--- config.mk ---
export PLATFORM = sky130hd
export DESIGN_NAME = gfc_front
export DESIGN_NICKNAME = d
export VERILOG_FILES = /design/src/gfc_pkg.sv /design/src/gfc_front.sv
export SDC_FILE = /design/constraint.sdc
export NUM_CORES = 1
export LEC_CHECK = 0
export CORE_ASPECT_RATIO = 1.5
export CORE_MARGIN = 2
export CORE_UTILIZATION = 32
export DETAILED_ROUTE_END_ITERATION = 8
export DONT_BUFFER_PORTS = 1
export PLACE_DENSITY = 0.46
export SLEW_MARGIN = 20
export SYNTH_ARGS = -nofsm -noshare
export SYNTH_HDL_FRONTEND = slang
export SYNTH_SLANG_ARGS = --single-unit
export TNS_END_PERCENT = 100
--- constraint.sdc ---
create_clock -name clk -period 3.6 [get_ports clk]
set_input_delay 0.18 -clock clk [delete_from_list [all_inputs] [get_ports clk]]
set_output_delay 0.18 -clock clk [all_outputs]
set_load 0.05 [all_outputs]
--- src/gfc_pkg.sv ---
`default_nettype none

package gfc_pkg;

  localparam int MAX_STOPS = 16;
  localparam int SLOT_W    = (MAX_STOPS > 1) ? $clog2(MAX_STOPS) : 1;
  localparam int STOP_W    = 40;
  localparam int POS_W     = 17;
  localparam logic [POS_W-1:0] POS_ONE = 17'd65536;
  localparam int PADDR_W   = 4;

  localparam logic [1:0] MODE_LINEAR = 2'd0;
  localparam logic [1:0] MODE_RADIAL = 2'd1;
  localparam logic [1:0] MODE_FOCAL  = 2'd2;
  localparam logic [1:0] MODE_NONE   = 2'd3;

  localparam logic KIND_LOAD  = 1'b0;
  localparam logic KIND_QUERY = 1'b1;

  localparam logic [1:0] REG_FILL_MODE    = 2'd0;
  localparam logic [1:0] REG_FOCAL_OFFSET = 2'd1;
  localparam logic [1:0] REG_STOP_COUNT   = 2'd2;

  typedef struct packed {
    logic               kind;
    logic [3:0]         stop_slot;
    logic [7:0]         stop_ratio;
    logic [31:0]        stop_color;
    logic signed [23:0] point_x;
    logic signed [23:0] point_y;
  } item_t;

  typedef struct packed {
    logic               valid;
    logic               is_query;
    item_t              item;
  } front_out_t;

  typedef struct packed {
    logic [1:0]         fill_mode;
    logic signed [9:0]  focal_offset;
    logic [4:0]         stop_count;
  } cfg_t;

endpackage

`default_nettype wire

--- src/gfc_front.sv ---
`default_nettype none

module gfc_front import gfc_pkg::*; (
  input  logic       clk,
  input  logic       rst,
  input  logic       push,
  output logic       full,
  input  item_t      in_item,
  input  logic       take,
  output front_out_t head
);

  // two-entry queue toward the back end
  item_t      slots [2];
  logic       wp;
  logic       rp;
  logic [1:0] count;
  logic       do_push;
  logic       do_pop;

  assign full    = (count == 2'd2);
  assign do_push = push && !full;
  assign do_pop  = take && (count != 2'd0);

  always_comb begin
    head.valid    = (count != 2'd0);
    head.item     = slots[rp];
    head.is_query = (slots[rp].kind == KIND_QUERY);
  end

  always_ff @(posedge clk) begin
    if (do_push) begin
      slots[wp] <= in_item;
    end
  end

  always_ff @(posedge clk) begin
    if (rst) begin
      wp    <= 1'b0;
      rp    <= 1'b0;
      count <= 2'd0;
    end else begin
      if (do_push) wp <= ~wp;
      if (do_pop)  rp <= ~rp;
      count <= count + {1'b0, do_push} - {1'b0, do_pop};
    end
  end

endmodule

`default_nettype wire

==> impl_table.tex <==
\begin{tabular}{lr}
\hline
Metric & Value \\
\hline
\multicolumn{2}{l}{\textbf{Routing}} \\
Number of DRC markers in iteration 0 & between 100 and 150 \\
Remaining antenna violation count after routing & 0 \\
Via count & 3,206 \\
Avg WL per Cell & 18.28 um \\
1st-pass router iterations & 4 \\
Ratio of routed vias to standard cells & 4.535 \\
Total wirelength of the detailed-routed design & 12,920 um \\
DRC violations left & 0 \\
\multicolumn{2}{l}{\textbf{GRT}} \\
Wire length of the first global-routing pass & about 19,000 um \\
Initial antenna violation count & 0 \\
Maximum number of pins on one net before global-route repair & 50 \\
Via count of the first global-routing pass & 3,379 \\
GR Util All Layers & 11.22\% \\
Global-route congestion overflow total & 0 \\
\multicolumn{2}{l}{\textbf{Yosys}} \\
Distinct cell type count of the synthesized netlist & 22 \\
Total standard cell area after synthesis & $\sim$7000 um\^{}2 \\
Portion of synthesized cell area occupied by the leading cell type & approximately 80\% \\
Number of enable flip-flop cells after synthesis & 186 \\
Predominant post-synthesis flop cell & sky130\_fd\_sc\_hd\_\_edfxtp\_1 \\
Number of cells produced by synthesis & about 320 \\
Net count of the mapped netlist & approximately 420 \\
Async SR Flop Fraction & 0\% \\
Cell taking the most area after synthesis & sky130\_fd\_sc\_hd\_\_edfxtp\_1 \\
Post-synthesis sequential area ratio & 81.55\% \\
Top post-synthesis cells by area & sky130\_fd\_sc\_hd\_\_edfxtp\_1, sky130\_fd\_sc\_hd\_\_mux2\_1, sky130\_fd\_sc\_hd\_\_dfxtp\_1 \\
Yosys warnings & 0 \\
Avg Inst Size Synth & 22.06 um\^{}2 \\
Register bit count reported by yosys & 191 \\
\multicolumn{2}{l}{\textbf{Clock network}} \\
Root cell of the clock tree & sky130\_fd\_sc\_hd\_\_clkbuf\_16 \\
Number of buffers on the longest clock path & 2 \\
H-tree levels & 4 \\
Number of buffers inserted by post-CTS setup repair & 0 \\
Clock latency on the worst-skew pair & 0.42 ns \\
CTS buffer count & 17 \\
Register clock-pin slew on the reported worst setup and hold paths & around 0.07 ns \\
TritonCTS clock tree & yes \\
Clock sink count & 191 \\
\multicolumn{2}{l}{\textbf{Critical path}} \\
Type of the setup path with the least slack & register to primary output \\
Element type at the critical path start & register \\
Endpoint of the worst setup timing path & head[31] \\
Signal arrival time at the worst endpoint & 2.17 ns \\
Source of the worst register-to-register timing path & count[0] \\
Crit path required time & 3.42 ns \\
Endpoint class of the critical path & primary output \\
RR Endpoint & slots[0][13] \\
Register-to-register setup slack & $\sim$1.3 ns \\
FF-to-FF path depth & 5 \\
Maximum fanout along the worst path & 44 \\
\multicolumn{2}{l}{\textbf{Job}} \\
Max Cap Viol & 0 \\
\multicolumn{2}{l}{\textbf{Status}} \\
Status & finished, final reports clean \\
\multicolumn{2}{l}{\textbf{Die}} \\
Initial cell density of the core & 32.35\% \\
Rows & 66 \\
Core area & 21,550 um\^{}2 \\
Die W & 124.5 um \\
Die height & 184.8 um \\
Die Footprint & 23,010 um\^{}2 \\
I/O Pins & 193 \\
\multicolumn{2}{l}{\textbf{Layout}} \\
Layout filler cell count & 1,943 \\
Leading cell type in the layout, fill and taps excluded & sky130\_fd\_sc\_hd\_\_edfxtp\_1 \\
Commonest cells after routing, fill and taps aside & sky130\_fd\_sc\_hd\_\_edfxtp\_1, sky130\_fd\_sc\_hd\_\_dlygate4sd3\_1, sky130\_fd\_sc\_hd\_\_mux2\_1 \\
Area overhead of the layout relative to synthesis & 26.18\% \\
Nets & between 500 and 600 \\
Fraction of final layout cells with drive strength greater than 1 & between 10\% and 20\% \\
Antenna cells & 0 \\
\multicolumn{2}{l}{\textbf{Pwr}} \\
Worst IR drop on VDD & 0.4161 mV \\
Leakage component of the power & just under 3 nW \\
Power, Total & $\sim$0.0067 W \\
Power Dens Cells & 758.4 nW/um\^{}2 \\
\multicolumn{2}{l}{\textbf{Placed design}} \\
Input/output buffers & 0 \\
Estimated wirelength of the detail-placed design & 8145 um \\
Routability cong. & 0.6678 \\
\multicolumn{2}{l}{\textbf{STA}} \\
Unrepaired setup endpoints after global routing & no \\
Final total negative setup slack & 0 ns \\
Final hold viol count & 0 \\
Final cycle utilization of the critical path & 65.39\% \\
Setup-violating endpoint count in the final report & 0 \\
Worst Tran Pin Value & just under 0.9 ns \\
Number of pins with negative max-slew slack in the final report & 0 \\
Relative slew slack & a little over 40\% \\
Maximum clock frequency & 424.8 MHz \\
Worst Clk Skew & $\sim$0.0065 ns \\
Final critical-path required period & 2.354 ns \\
\multicolumn{2}{l}{\textbf{Min path}} \\
Startpoint of the most critical hold path & push \\
Type of the worst min-delay path & input pin to register \\
\hline
\end{tabular}
-- metrics by stage --
step	worst slack (ns)	area, um^2	hold slack, ns	utilization [%]	instances
finish	1.246	8797	0.04291	40.82	707
global route	1.104	8797	0.07264	40.82	707
CTS	1.167	8797	0.01197	40.82	707
detailed placement	1.287	7286	0.2462	33.80	581
global placement	1.358	7286	0.2459	33.80	581
floorplan	0.3963	6972	0.2491	-	316
-- how the worst min path moves through the flow --
stage	slack [ns]	to	cells after the start
2_1_floorplan	0.25	wp	1
3_3_place_gp	0.25	register	1
3_5_place_dp	0.25	register	1
4_1_cts	0.01	wp	3
5_1_grt	0.07	wp	3
6_report	0.04	wp	3
-- synthesized netlist by cell type (2+ instances only) --
cell                         n
sky130_fd_sc_hd__dfxtp_1     5
sky130_fd_sc_hd__edfxtp_1  186
sky130_fd_sc_hd__mux2_1     86
sky130_fd_sc_hd__buf_4       2
sky130_fd_sc_hd__ha_1        2
sky130_fd_sc_hd__nor2_1      3
sky130_fd_sc_hd__mux2_2      7
sky130_fd_sc_hd__xnor2_1     2
sky130_fd_sc_hd__buf_2       2
sky130_fd_sc_hd__inv_1       3
sky130_fd_sc_hd__buf_6       7
-- cell families after synthesis --
family          Yosys count  share of synthesized area, %
buf+inv                  15                         1.705
simple gates              9                        0.7180
flops                   191                         81.55
mux                      93                         15.02
xor+xnor                  3                        0.3770
fa+ha+maj                 2                        0.3589
compound gates            3                        0.2691
-- layout make-up --
type	count	area (um^2)	area share [%]
Clock buffer	18	429.2	4.878
Sequential cell	191	5689	64.67
Inverter	4	17.52	0.1991
Multi-Input combinational cell	110	1171	13.31
Timing Repair Buffer	98	1008	11.46
Tap cell	272	340.3	3.869
Clock inverter	14	141.4	1.607
-- sequential cells by signal, indices dropped and copies added (netlist names), named ones only --
register  count
count         2
rp            1
slots       186
wp            1
-- critical path, cell delays in order (launching register included) --
cell and delay [ns]:
sky130_fd_sc_hd__dfxtp_4 0.77, sky130_fd_sc_hd__buf_4 0.38, sky130_fd_sc_hd__mux2_1 0.57
-- where the power goes --
part           switching (W)  leakage [nW]  internal [W]  total, W
registers           0.000122          1.78       0.00276   0.00288
clock network       0.000787         0.276       0.00102   0.00181
logic                0.00159         0.868      0.000394   0.00198
total                0.00250          2.92       0.00417   0.00667
-- timing repair --
action,4_1_cts,5_1_grt
resized for setup,0,0
hold buffers,94,0
endpoints found under the setup margin,0,0
endpoints found under the hold margin,191,0
-- routing by layer --
metal	vias up	part of all wire (%)	GRT usage [%]	wire length, um
met4	0	3.5	6.472	448
met3	22	6.3	4.593	820
li1	1452	-	-	-
met2	121	55	20.02	7100
met5	-	0	0	0
met1	1611	35	10.91	4555
No activity file was read; power rests on OpenSTA's default activity.
